===== src/rtl/erc_pkg.sv =====
`timescale 1ns / 1ps
// ----------------------------------------------------------------------------
// erc_pkg
// Shared constants for the epoch reclaim sequence clock: item field widths
// and operation codes.
// ----------------------------------------------------------------------------
package erc_pkg;

  localparam int unsigned MODE_W   = 3;
  localparam int unsigned CPU_IX_W = 3;
  localparam int unsigned DATA_W   = 32;
  localparam int unsigned BUDGET_W = 32;
  localparam int unsigned SEQ_STEP = 2;

  localparam logic [MODE_W-1:0] MODE_ENTER    = 3'd0;
  localparam logic [MODE_W-1:0] MODE_LEAVE    = 3'd1;
  localparam logic [MODE_W-1:0] MODE_ADVANCE  = 3'd2;
  localparam logic [MODE_W-1:0] MODE_DEFERRED = 3'd3;
  localparam logic [MODE_W-1:0] MODE_POLL     = 3'd4;

endpackage


===== src/rtl/erc_if.sv =====
`timescale 1ns / 1ps
// ----------------------------------------------------------------------------
// erc_if
// Valid/ready channels of the sequence clock: request items, result items
// and the deferral reload write port.
// ----------------------------------------------------------------------------
interface erc_in_if;
  logic                              valid;
  logic                              ready;
  logic [erc_pkg::MODE_W-1:0]        mode;
  logic [erc_pkg::CPU_IX_W-1:0]      cpu_index;
  logic [erc_pkg::DATA_W-1:0]        goal_seq;
  logic [erc_pkg::BUDGET_W-1:0]      step_cost;

  modport source (output valid, mode, cpu_index, goal_seq, step_cost, input ready);
  modport sink   (input valid, mode, cpu_index, goal_seq, step_cost, output ready);
endinterface

interface erc_out_if;
  logic                              valid;
  logic                              ready;
  logic [erc_pkg::DATA_W-1:0]        seq_value;
  logic                              goal_reached;
  logic                              misuse;

  modport source (output valid, seq_value, goal_reached, misuse, input ready);
  modport sink   (input valid, seq_value, goal_reached, misuse, output ready);
endinterface

interface erc_cfg_if;
  logic                              valid;
  logic                              ready;
  logic [erc_pkg::BUDGET_W-1:0]      deferral_reload;

  modport source (output valid, deferral_reload, input ready);
  modport sink   (input valid, deferral_reload, output ready);
endinterface


===== src/rtl/erc_row_mem.sv =====
`timescale 1ns / 1ps
// ----------------------------------------------------------------------------
// erc_row_mem
// Per-CPU row store, one write and one read port, registered read data.
// Rows never written since reset read as zero.
// ----------------------------------------------------------------------------
module erc_row_mem #(
  parameter  int DEPTH = 8,
  parameter  int WIDTH = 64,
  localparam int AW    = (DEPTH > 1) ? $clog2(DEPTH) : 1
) (
  input  logic             clk,
  input  logic             rst_n,
  input  logic             rd_en,
  input  logic [AW-1:0]    rd_addr,
  output logic [WIDTH-1:0] rd_data,
  input  logic             wr_en,
  input  logic [AW-1:0]    wr_addr,
  input  logic [WIDTH-1:0] wr_data
);

  logic [WIDTH-1:0] mem [DEPTH];
  logic [DEPTH-1:0] vld_r;
  logic [WIDTH-1:0] data_r;
  logic             data_vld_r;

  always_ff @(posedge clk) begin
    if (wr_en) begin
      mem[wr_addr] <= wr_data;
    end
    if (rd_en) begin
      data_r <= mem[rd_addr];
    end
  end

  always_ff @(posedge clk) begin
    if (!rst_n) begin
      vld_r      <= '0;
      data_vld_r <= 1'b0;
    end else begin
      if (wr_en) begin
        vld_r[wr_addr] <= 1'b1;
      end
      if (rd_en) begin
        data_vld_r <= vld_r[rd_addr];
      end
    end
  end

  assign rd_data = data_vld_r ? data_r : '0;

endmodule


===== src/rtl/epoch_reclaim_clock.sv =====
`timescale 1ns / 1ps
// ----------------------------------------------------------------------------
// epoch_reclaim_clock
// Safe-reclamation sequence clock with per-CPU reader slots and budgets.
// ----------------------------------------------------------------------------
// One item is worked at a time. Enter, leave, advance, deferred advance and
// ignored items are accepted, then finished in the execute state (a
// read-modify-write of the CPU row in the slot memory for enter, leave and
// deferred advance). A poll reads the slot memory one row per cycle through
// its single read port to find the oldest active reader. A new item is
// taken while the previous result waits in the output register; a result
// leaves only when that register is free. Slot rows reset to idle through
// per-row valid bits, so there is no clearing pass after reset.
module epoch_reclaim_clock #(
  parameter int NUM_CPUS = 8,
  parameter int SEQ_BITS = 32
) (
  input  logic      clk,
  input  logic      rst_n,
  erc_in_if.sink    in_if,
  erc_out_if.source out_if,
  erc_cfg_if.sink   cfg_if
);

  localparam int CPU_W = (NUM_CPUS > 1) ? $clog2(NUM_CPUS) : 1;
  localparam int CNT_W = $clog2(NUM_CPUS + 1);
  localparam int BW    = erc_pkg::BUDGET_W;
  localparam int ROW_W = BW + SEQ_BITS;
  localparam logic [SEQ_BITS-1:0] STEP = SEQ_BITS'(erc_pkg::SEQ_STEP);

  localparam logic [1:0] S_IDLE = 2'd0;
  localparam logic [1:0] S_EXEC = 2'd1;
  localparam logic [1:0] S_SCAN = 2'd2;
  localparam logic [1:0] S_FIN  = 2'd3;

  function automatic logic seq_le(input logic [SEQ_BITS-1:0] a,
                                  input logic [SEQ_BITS-1:0] b);
    logic [SEQ_BITS-1:0] d;
    d = a - b;
    return (d == '0) || d[SEQ_BITS-1];
  endfunction

  function automatic logic seq_lt(input logic [SEQ_BITS-1:0] a,
                                  input logic [SEQ_BITS-1:0] b);
    logic [SEQ_BITS-1:0] d;
    d = a - b;
    return d[SEQ_BITS-1];
  endfunction

  logic [1:0]                     state_r, state_nxt;
  logic [erc_pkg::MODE_W-1:0]     mode_r, mode_nxt;
  logic                           cpu_ok_r, cpu_ok_nxt;
  logic [CPU_W-1:0]               idx_r, idx_nxt;
  logic [SEQ_BITS-1:0]            goal_r, goal_nxt;
  logic [BW-1:0]                  step_r, step_nxt;
  logic [BW-1:0]                  reload_r, reload_nxt;
  logic [SEQ_BITS-1:0]            ws_r, ws_nxt;
  logic [SEQ_BITS-1:0]            rs_r, rs_nxt;
  logic [SEQ_BITS-1:0]            oldest_r, oldest_nxt;
  logic [CNT_W-1:0]               ptr_r, ptr_nxt;
  logic                           out_valid_r, out_valid_nxt;
  logic [erc_pkg::DATA_W-1:0]     out_seq_r, out_seq_nxt;
  logic                           out_reached_r, out_reached_nxt;
  logic                           out_misuse_r, out_misuse_nxt;

  logic                           in_acc;
  logic                           in_cpu_ok;
  logic                           out_free;
  logic                           mem_rd_en;
  logic [CPU_W-1:0]               mem_rd_addr;
  logic [ROW_W-1:0]               mem_rd_data;
  logic                           mem_wr_en;
  logic [ROW_W-1:0]               mem_wr_data;
  logic [SEQ_BITS-1:0]            row_seq;
  logic [BW-1:0]                  row_budget;
  logic [SEQ_BITS-1:0]            ws_plus;
  logic [SEQ_BITS-1:0]            scan_s;
  logic [SEQ_BITS-1:0]            delta;
  logic [SEQ_BITS-1:0]            rs_raised;

  assign in_if.ready  = rst_n && (state_r == S_IDLE);
  assign cfg_if.ready = rst_n;
  assign in_acc       = in_if.valid && in_if.ready;
  assign in_cpu_ok    = (int'(in_if.cpu_index) < NUM_CPUS);
  assign out_free     = !out_valid_r || out_if.ready;

  assign out_if.valid        = out_valid_r;
  assign out_if.seq_value    = out_seq_r;
  assign out_if.goal_reached = out_reached_r;
  assign out_if.misuse       = out_misuse_r;

  assign row_seq    = mem_rd_data[SEQ_BITS-1:0];
  assign row_budget = mem_rd_data[ROW_W-1:SEQ_BITS];
  assign ws_plus    = ws_r + STEP;
  assign scan_s     = seq_lt(row_seq, rs_r) ? rs_r : row_seq;
  assign delta      = goal_r - ws_r;
  assign rs_raised  = seq_le(oldest_r, rs_r) ? rs_r : oldest_r;

  erc_row_mem #(
    .DEPTH (NUM_CPUS),
    .WIDTH (ROW_W)
  ) u_rows (
    .clk     (clk),
    .rst_n   (rst_n),
    .rd_en   (mem_rd_en),
    .rd_addr (mem_rd_addr),
    .rd_data (mem_rd_data),
    .wr_en   (mem_wr_en),
    .wr_addr (idx_r),
    .wr_data (mem_wr_data)
  );

  always_comb begin
    state_nxt       = state_r;
    mode_nxt        = mode_r;
    cpu_ok_nxt      = cpu_ok_r;
    idx_nxt         = idx_r;
    goal_nxt        = goal_r;
    step_nxt        = step_r;
    reload_nxt      = cfg_if.valid ? cfg_if.deferral_reload : reload_r;
    ws_nxt          = ws_r;
    rs_nxt          = rs_r;
    oldest_nxt      = oldest_r;
    ptr_nxt         = ptr_r;
    out_valid_nxt   = out_if.ready ? 1'b0 : out_valid_r;
    out_seq_nxt     = out_seq_r;
    out_reached_nxt = out_reached_r;
    out_misuse_nxt  = out_misuse_r;
    mem_rd_en       = 1'b0;
    mem_rd_addr     = '0;
    mem_wr_en       = 1'b0;
    mem_wr_data     = mem_rd_data;

    unique case (state_r)
      S_IDLE: begin
        if (in_acc) begin
          mode_nxt   = in_if.mode;
          cpu_ok_nxt = in_cpu_ok;
          idx_nxt    = CPU_W'(in_if.cpu_index);
          goal_nxt   = SEQ_BITS'(in_if.goal_seq);
          step_nxt   = in_if.step_cost;
          if (in_if.mode == erc_pkg::MODE_POLL) begin
            mem_rd_en  = 1'b1;
            mem_rd_addr = '0;
            ptr_nxt    = CNT_W'(1);
            oldest_nxt = ws_r;
            state_nxt  = S_SCAN;
          end else begin
            mem_rd_en   = in_cpu_ok;
            mem_rd_addr = CPU_W'(in_if.cpu_index);
            state_nxt   = S_EXEC;
          end
        end
      end
      S_EXEC: begin
        if (out_free) begin
          out_valid_nxt   = 1'b1;
          out_seq_nxt     = '0;
          out_reached_nxt = 1'b0;
          out_misuse_nxt  = 1'b0;
          state_nxt       = S_IDLE;
          unique case (mode_r)
            erc_pkg::MODE_ENTER: begin
              if (cpu_ok_r) begin
                out_misuse_nxt = (row_seq != '0);
                mem_wr_en      = 1'b1;
                mem_wr_data    = {row_budget, ws_r};
              end
            end
            erc_pkg::MODE_LEAVE: begin
              if (cpu_ok_r) begin
                out_misuse_nxt = (row_seq == '0);
                mem_wr_en      = 1'b1;
                mem_wr_data    = {row_budget, {SEQ_BITS{1'b0}}};
              end
            end
            erc_pkg::MODE_ADVANCE: begin
              ws_nxt      = ws_plus;
              out_seq_nxt = erc_pkg::DATA_W'(ws_plus);
            end
            erc_pkg::MODE_DEFERRED: begin
              if (cpu_ok_r) begin
                mem_wr_en   = 1'b1;
                out_seq_nxt = erc_pkg::DATA_W'(ws_plus);
                if (step_r > row_budget) begin
                  mem_wr_data = {reload_r, row_seq};
                  ws_nxt      = ws_plus;
                end else begin
                  mem_wr_data = {row_budget - step_r, row_seq};
                end
              end
            end
            default: begin
            end
          endcase
        end
      end
      S_SCAN: begin
        if ((row_seq != '0) && seq_lt(scan_s, oldest_r)) begin
          oldest_nxt = scan_s;
        end
        if (ptr_r == CNT_W'(NUM_CPUS)) begin
          state_nxt = S_FIN;
        end else begin
          mem_rd_en   = 1'b1;
          mem_rd_addr = CPU_W'(ptr_r);
          ptr_nxt     = ptr_r + CNT_W'(1);
        end
      end
      S_FIN: begin
        if (out_free) begin
          out_valid_nxt   = 1'b1;
          out_seq_nxt     = '0;
          out_reached_nxt = 1'b0;
          out_misuse_nxt  = 1'b0;
          state_nxt       = S_IDLE;
          priority if (goal_r == '0) begin
            out_misuse_nxt = 1'b1;
          end else if (seq_le(goal_r, rs_r)) begin
            out_reached_nxt = 1'b1;
          end else if ((delta == STEP) && (reload_r != '0)) begin
            out_reached_nxt = 1'b0;
          end else if ((delta != '0) && !delta[SEQ_BITS-1]) begin
            out_reached_nxt = 1'b1;
          end else begin
            rs_nxt          = rs_raised;
            out_reached_nxt = seq_le(goal_r, rs_raised);
          end
        end
      end
      default: begin
        state_nxt = S_IDLE;
      end
    endcase
  end

  always_ff @(posedge clk) begin
    if (!rst_n) begin
      state_r     <= S_IDLE;
      reload_r    <= '0;
      ws_r        <= SEQ_BITS'(1);
      rs_r        <= SEQ_BITS'(1);
      out_valid_r <= 1'b0;
      ptr_r       <= '0;
    end else begin
      state_r     <= state_nxt;
      reload_r    <= reload_nxt;
      ws_r        <= ws_nxt;
      rs_r        <= rs_nxt;
      out_valid_r <= out_valid_nxt;
      ptr_r       <= ptr_nxt;
    end
  end

  always_ff @(posedge clk) begin
    mode_r        <= mode_nxt;
    cpu_ok_r      <= cpu_ok_nxt;
    idx_r         <= idx_nxt;
    goal_r        <= goal_nxt;
    step_r        <= step_nxt;
    oldest_r      <= oldest_nxt;
    out_seq_r     <= out_seq_nxt;
    out_reached_r <= out_reached_nxt;
    out_misuse_r  <= out_misuse_nxt;
  end

  a_ws_step: assert property (@(posedge clk) disable iff (!rst_n)
    ($past(rst_n) && (ws_r != $past(ws_r))) |-> (ws_r == $past(ws_r) + STEP))
    else $error("write sequence moved by other than one step");

  a_rs_rises: assert property (@(posedge clk) disable iff (!rst_n)
    ($past(rst_n) && (rs_r != $past(rs_r))) |-> seq_lt($past(rs_r), rs_r))
    else $error("read sequence moved backward");

  a_wr_in_exec: assert property (@(posedge clk) disable iff (!rst_n)
    mem_wr_en |-> ((state_r == S_EXEC) && cpu_ok_r))
    else $error("slot row written outside execute");

  a_scan_ptr: assert property (@(posedge clk) disable iff (!rst_n)
    (state_r == S_SCAN) |-> ((ptr_r != '0) && (ptr_r <= CNT_W'(NUM_CPUS))))
    else $error("scan pointer out of range");

endmodule


===== src/flat_wrapper.sv =====
// flat-port wrapper written by rule: the top's interface ports become plain ports
module epoch_reclaim_clock_flat 
#(
  parameter int NUM_CPUS = 8,
  parameter int SEQ_BITS = 32
)
  (clk, rst_n, in_if_valid, in_if_mode, in_if_cpu_index, in_if_goal_seq, in_if_step_cost, in_if_ready, out_if_valid, out_if_seq_value, out_if_goal_reached, out_if_misuse, out_if_ready, cfg_if_valid, cfg_if_deferral_reload, cfg_if_ready);
  erc_in_if in_if_i ();
  erc_out_if out_if_i ();
  erc_cfg_if cfg_if_i ();
  input  logic clk;
  input  logic rst_n;
  input wire logic [$bits(in_if_i.valid)-1:0] in_if_valid;
  input wire logic [$bits(in_if_i.mode)-1:0] in_if_mode;
  input wire logic [$bits(in_if_i.cpu_index)-1:0] in_if_cpu_index;
  input wire logic [$bits(in_if_i.goal_seq)-1:0] in_if_goal_seq;
  input wire logic [$bits(in_if_i.step_cost)-1:0] in_if_step_cost;
  output wire logic [$bits(in_if_i.ready)-1:0] in_if_ready;
  output wire logic [$bits(out_if_i.valid)-1:0] out_if_valid;
  output wire logic [$bits(out_if_i.seq_value)-1:0] out_if_seq_value;
  output wire logic [$bits(out_if_i.goal_reached)-1:0] out_if_goal_reached;
  output wire logic [$bits(out_if_i.misuse)-1:0] out_if_misuse;
  input wire logic [$bits(out_if_i.ready)-1:0] out_if_ready;
  input wire logic [$bits(cfg_if_i.valid)-1:0] cfg_if_valid;
  input wire logic [$bits(cfg_if_i.deferral_reload)-1:0] cfg_if_deferral_reload;
  output wire logic [$bits(cfg_if_i.ready)-1:0] cfg_if_ready;
  assign in_if_i.valid = in_if_valid;
  assign in_if_i.mode = in_if_mode;
  assign in_if_i.cpu_index = in_if_cpu_index;
  assign in_if_i.goal_seq = in_if_goal_seq;
  assign in_if_i.step_cost = in_if_step_cost;
  assign in_if_ready = in_if_i.ready;
  assign out_if_valid = out_if_i.valid;
  assign out_if_seq_value = out_if_i.seq_value;
  assign out_if_goal_reached = out_if_i.goal_reached;
  assign out_if_misuse = out_if_i.misuse;
  assign out_if_i.ready = out_if_ready;
  assign cfg_if_i.valid = cfg_if_valid;
  assign cfg_if_i.deferral_reload = cfg_if_deferral_reload;
  assign cfg_if_ready = cfg_if_i.ready;
  epoch_reclaim_clock #(.NUM_CPUS(NUM_CPUS), .SEQ_BITS(SEQ_BITS)) u_core (.clk(clk), .rst_n(rst_n), .in_if(in_if_i), .out_if(out_if_i), .cfg_if(cfg_if_i));
endmodule

===== config.mk =====
export PLATFORM = sky130hd
export DESIGN_NAME = epoch_reclaim_clock_flat
export DESIGN_NICKNAME = d
export VERILOG_FILES = /design/src/rtl/erc_pkg.sv /design/src/rtl/erc_if.sv /design/src/rtl/erc_row_mem.sv /design/src/rtl/epoch_reclaim_clock.sv /design/src/flat_wrapper.sv
export SDC_FILE = /design/constraint.sdc
export NUM_CORES = 2
export LEC_CHECK = 0
export BUFFER_PORTS_ARGS = -buffer_cell sky130_fd_sc_hd__buf_2
export CAP_MARGIN = 40
export CELL_PAD_IN_SITES_DETAIL_PLACEMENT = 1
export CELL_PAD_IN_SITES_GLOBAL_PLACEMENT = 1
export CORE_ASPECT_RATIO = 1.25
export CORE_MARGIN = 2
export CORE_UTILIZATION = 33
export CTS_CLUSTER_DIAMETER = 120
export DETAILED_ROUTE_END_ITERATION = 10
export GPL_ROUTABILITY_DRIVEN = 0
export PLACE_DENSITY_LB_ADDON = 0.25
export SLEW_MARGIN = 20
export SYNTH_ARGS = -nofsm -noshare
export SYNTH_HDL_FRONTEND = slang
export SYNTH_SLANG_ARGS = --single-unit
export TNS_END_PERCENT = 20

===== constraint.sdc =====
create_clock -name clk -period 13.9 [get_ports clk]
set_clock_uncertainty 0.05 [all_clocks]
set_input_delay 0.695 -clock clk [delete_from_list [all_inputs] [get_ports clk]]
set_output_delay 0.695 -clock clk [all_outputs]
set_load 0.02 [all_outputs]

==> run metrics <==
CTS-repair resized insts=0; Die Footprint=138000 um2; worst setup path class=flop to flop; status=completed; vias=35.3k; top flip-flop cell by instance count after synthesis=sky130_fd_sc_hd__edfxtp_1; Core ar.=134000 um2; sink count of the clock tree=823; number of search-and-repair iterations in the first detailed-routing pass=6; Seq/Total Area, Yosys=53.0%; number of routed nets with antenna violations=0; detailed placement HPWL=110000 um; Critical Path AT=9.02 ns; grt total ovfl=0; share of synthesized registers carrying an async set or reset=0%; critical path peak fanout=25; peak supply drop=0.0988 mV; Post-CTS Setup Bufs=0; number of nets in the layout=4942; die boundary height=415 um; first-pass GRT wire length=234000 um; top library cells by usage in the layout, fill and taps aside=sky130_fd_sc_hd__nand2_1, sky130_fd_sc_hd__edfxtp_1, sky130_fd_sc_hd__nand3_1; Worst slew margin=40.8%; type of element launching the critical path=flop; vias in the first global route=36.5k; number of distinct library cells after synthesis=92; Clock transition at path regs=0.07 ns; overall global routing resource usage=22.3%; final setup violation count=0; DRC violations left=0; Root Buffer=sky130_fd_sc_hd__clkbuf_16; cell row count=150; Starting DRT DRC Count=2212; number of port buffers=143; io pins=144; Final period util=61.2%; total negative setup slack=0 ns; most utilized layer in the global route result=met2; minimum clock period after layout=8.51 ns; count of pins over their slew limit=0; Setup WS pre-CTS=5.42 ns; achievable clock frequency=117 MHz; Final Worst Setup Slack=5.39 ns; antenna violations before repair=4; Final Hold Fails=0; H-tree levels=3; fraction of final layout cells with drive strength greater than 1=9.21%; post-synthesis cell area=44500 um2; Syn Inst Count=4491; starting utilization of the core area=33.3%; clock buffers created by TritonCTS=90; total number of yosys warnings=0; synthesized area divided by synthesized cell count=9.92 um2; clock tree from TritonCTS=built; Lkg Pwr=19.1 nW; Hold WC Path Type=input port to flop; net count of the mapped netlist=4820; clock tree buffer depth=3; met1 GRT Util=26.8%; max capacitance violation total=0; number of buffers added to fix hold violations after cts=0; Avg WL per Cell=24.3 um; DIE WIDTH=333 um; setup repair after global routing missed its margin=false; nature of the critical path endpoint=flop; GRT met3 Usage=2.81%; largest stage delay on the critical path=0.56 ns; required time at the worst-slack endpoint=14.41 ns; area delta synth->final=13.9%; count of flip-flops with a built-in enable after synthesis=712; commonest non-fill, non-tap cell in the layout=sky130_fd_sc_hd__nand2_1; Worst Max-Slew Pin Slew=0.878 ns; maximum number of pins on one net before global-route repair=68; clock latency at the later pin of the worst-skew pair=0.74 ns; post-synthesis sequential element count=823; Pwr per Cell Area=116 nW/um2; detailed-route wire length=156000 um; slowest cell on the critical path=sky130_fd_sc_hd__a2111o_1; met2 track demand over resource=39.5%; post-detailed-route via-to-cell ratio=5.49
## cells by family after synthesis
logic type | Yosys count | synth area share, %
AOI/OAI and AO/OA | 830 | 11.8
muxes | 111 | 2.50
xor gates and xnor gates | 121 | 2.38
and+or+nand+nor | 1957 | 20.3
adders and majority gates | 222 | 6.30
DFF | 823 | 53.0
buffers and inverters | 427 | 3.67
## metal layers
layer / vias up / share of wire (%)
li1: 16500 / -
met1: 17900 / 42
met2: 726 / 50
met3: 292 / 3.4
met4: 4 / 5.0
met5: - / 0.013
## metrics by stage
step | cells | utilization [%] | hold slack [ns] | power, W | instance area (um2)
after floorplan | 4491 | - | 0.385 | 0.00322 | 44500
after global placement | 6216 | 35.2 | 0.392 | 0.00344 | 47100
after detailed placement | 6260 | 35.6 | 0.403 | 0.00346 | 47600
after CTS | 6428 | 37.8 | 0.0161 | 0.00595 | 50600
after global routing | 6437 | 37.9 | 0.0448 | 0.00610 | 50700
final | 6438 | 37.9 | 0.0709 | 0.00589 | 50700
## worst paths after layout
check / from / slack (ns) / depth (start not counted) / end
hold reg to reg: u_core.rs_r[21]$_SDFFE_PN0P_ / 0.41 / 2 / u_core.rs_r[21]$_SDFFE_PN0P_
setup reg to reg: u_core.rs_r[0]$_SDFFE_PN1P_ / 5.39 / 28 / u_core.out_if.goal_reached$_SDFFCE_PP0P_
hold / removal: in_if_goal_seq[5] / 0.07 / 1 / u_core.goal_r[5]$_DFFE_PP_
setup / recovery: u_core.rs_r[0]$_SDFFE_PN1P_ / 5.39 / 28 / u_core.out_if.goal_reached$_SDFFCE_PP0P_
## synth_stat cells, drive strengths merged (6+ instances only)
cell,number,area (um2)
nand4,50,313
o21bai,15,113
inv,212,796
a21boi,23,173
or2,9,56.3
nor2,234,878
clkbuf,186,698
a31o,6,52.6
ha,218,2730
a221oi,6,52.6
or4,7,52.6
xor2,31,272
nand3b,43,323
a21oi,191,967
or3,32,200
mux2i,108,1080
and2,70,438
o21a,36,270
o211ai,15,113
a31oi,28,175
nand2b,37,231
buf,28,136
a311oi,7,61.3
o22ai,11,68.8
a2111oi,17,158
edfxtp,712,21400
o2111ai,12,111
nor2b,59,369
nor3b,10,75.1
o21ai,267,1340
dfxtp,111,2220
nand3,378,1890
a21o,78,586
o31ai,12,95.1
and3,26,163
a211oi,34,255
nand2,882,3310
nor3,60,300
xnor2,90,788
nor4,45,297
a211o,10,87.6
o41ai,7,68.8
## power by group
part           switching, W  total [W]  internal (W)  leakage, nW
Sequential        0.0000427    0.00278       0.00274         7.49
Clock               0.00107    0.00248       0.00141         1.48
Combinational      0.000419   0.000631      0.000212         10.2
Total               0.00153    0.00589       0.00436         19.1
## registers in the layout, indices dropped and copies added, names as in the netlist, 2 cells and up
name / flops
u_core.u_rows.mem: 512
u_core.u_rows.data_r: 64
u_core.goal_r: 32
u_core.oldest_r: 32
u_core.out_if.seq_value: 32
u_core.reload_r: 32
u_core.rs_r: 32
u_core.step_r: 32
u_core.ws_r: 31
u_core.u_rows.vld_r: 8
u_core.ptr_r: 4
u_core.idx_r: 3
u_core.mode_r: 3
u_core.state_r: 2
## worst max-delay path, delay by kind of cell, from the launching register on
kind | cells | cell delay, ns
and+or+nand+nor | 11 | 2.94
buffers and inverters | 1 | 0.20
muxes | 1 | 0.33
AOI/OAI and AO/OA | 11 | 3.14
adders and majority gates | 4 | 1.08
DFF | 1 | 0.54
## area by class of cell
cell class                      instances  area [um2]
Fill cell                           15000       83100
Sequential cell                       823       23600
Multi-Input combinational cell       3241       19400
Clock buffer                          119        2470
Tap cell                             1748        2190
Timing Repair Buffer                  244        1690
Inverter                              213         800
Clock inverter                         49         554
Antenna cell                            1        2.50
Note: power is estimated with default switching activity, not from simulation.
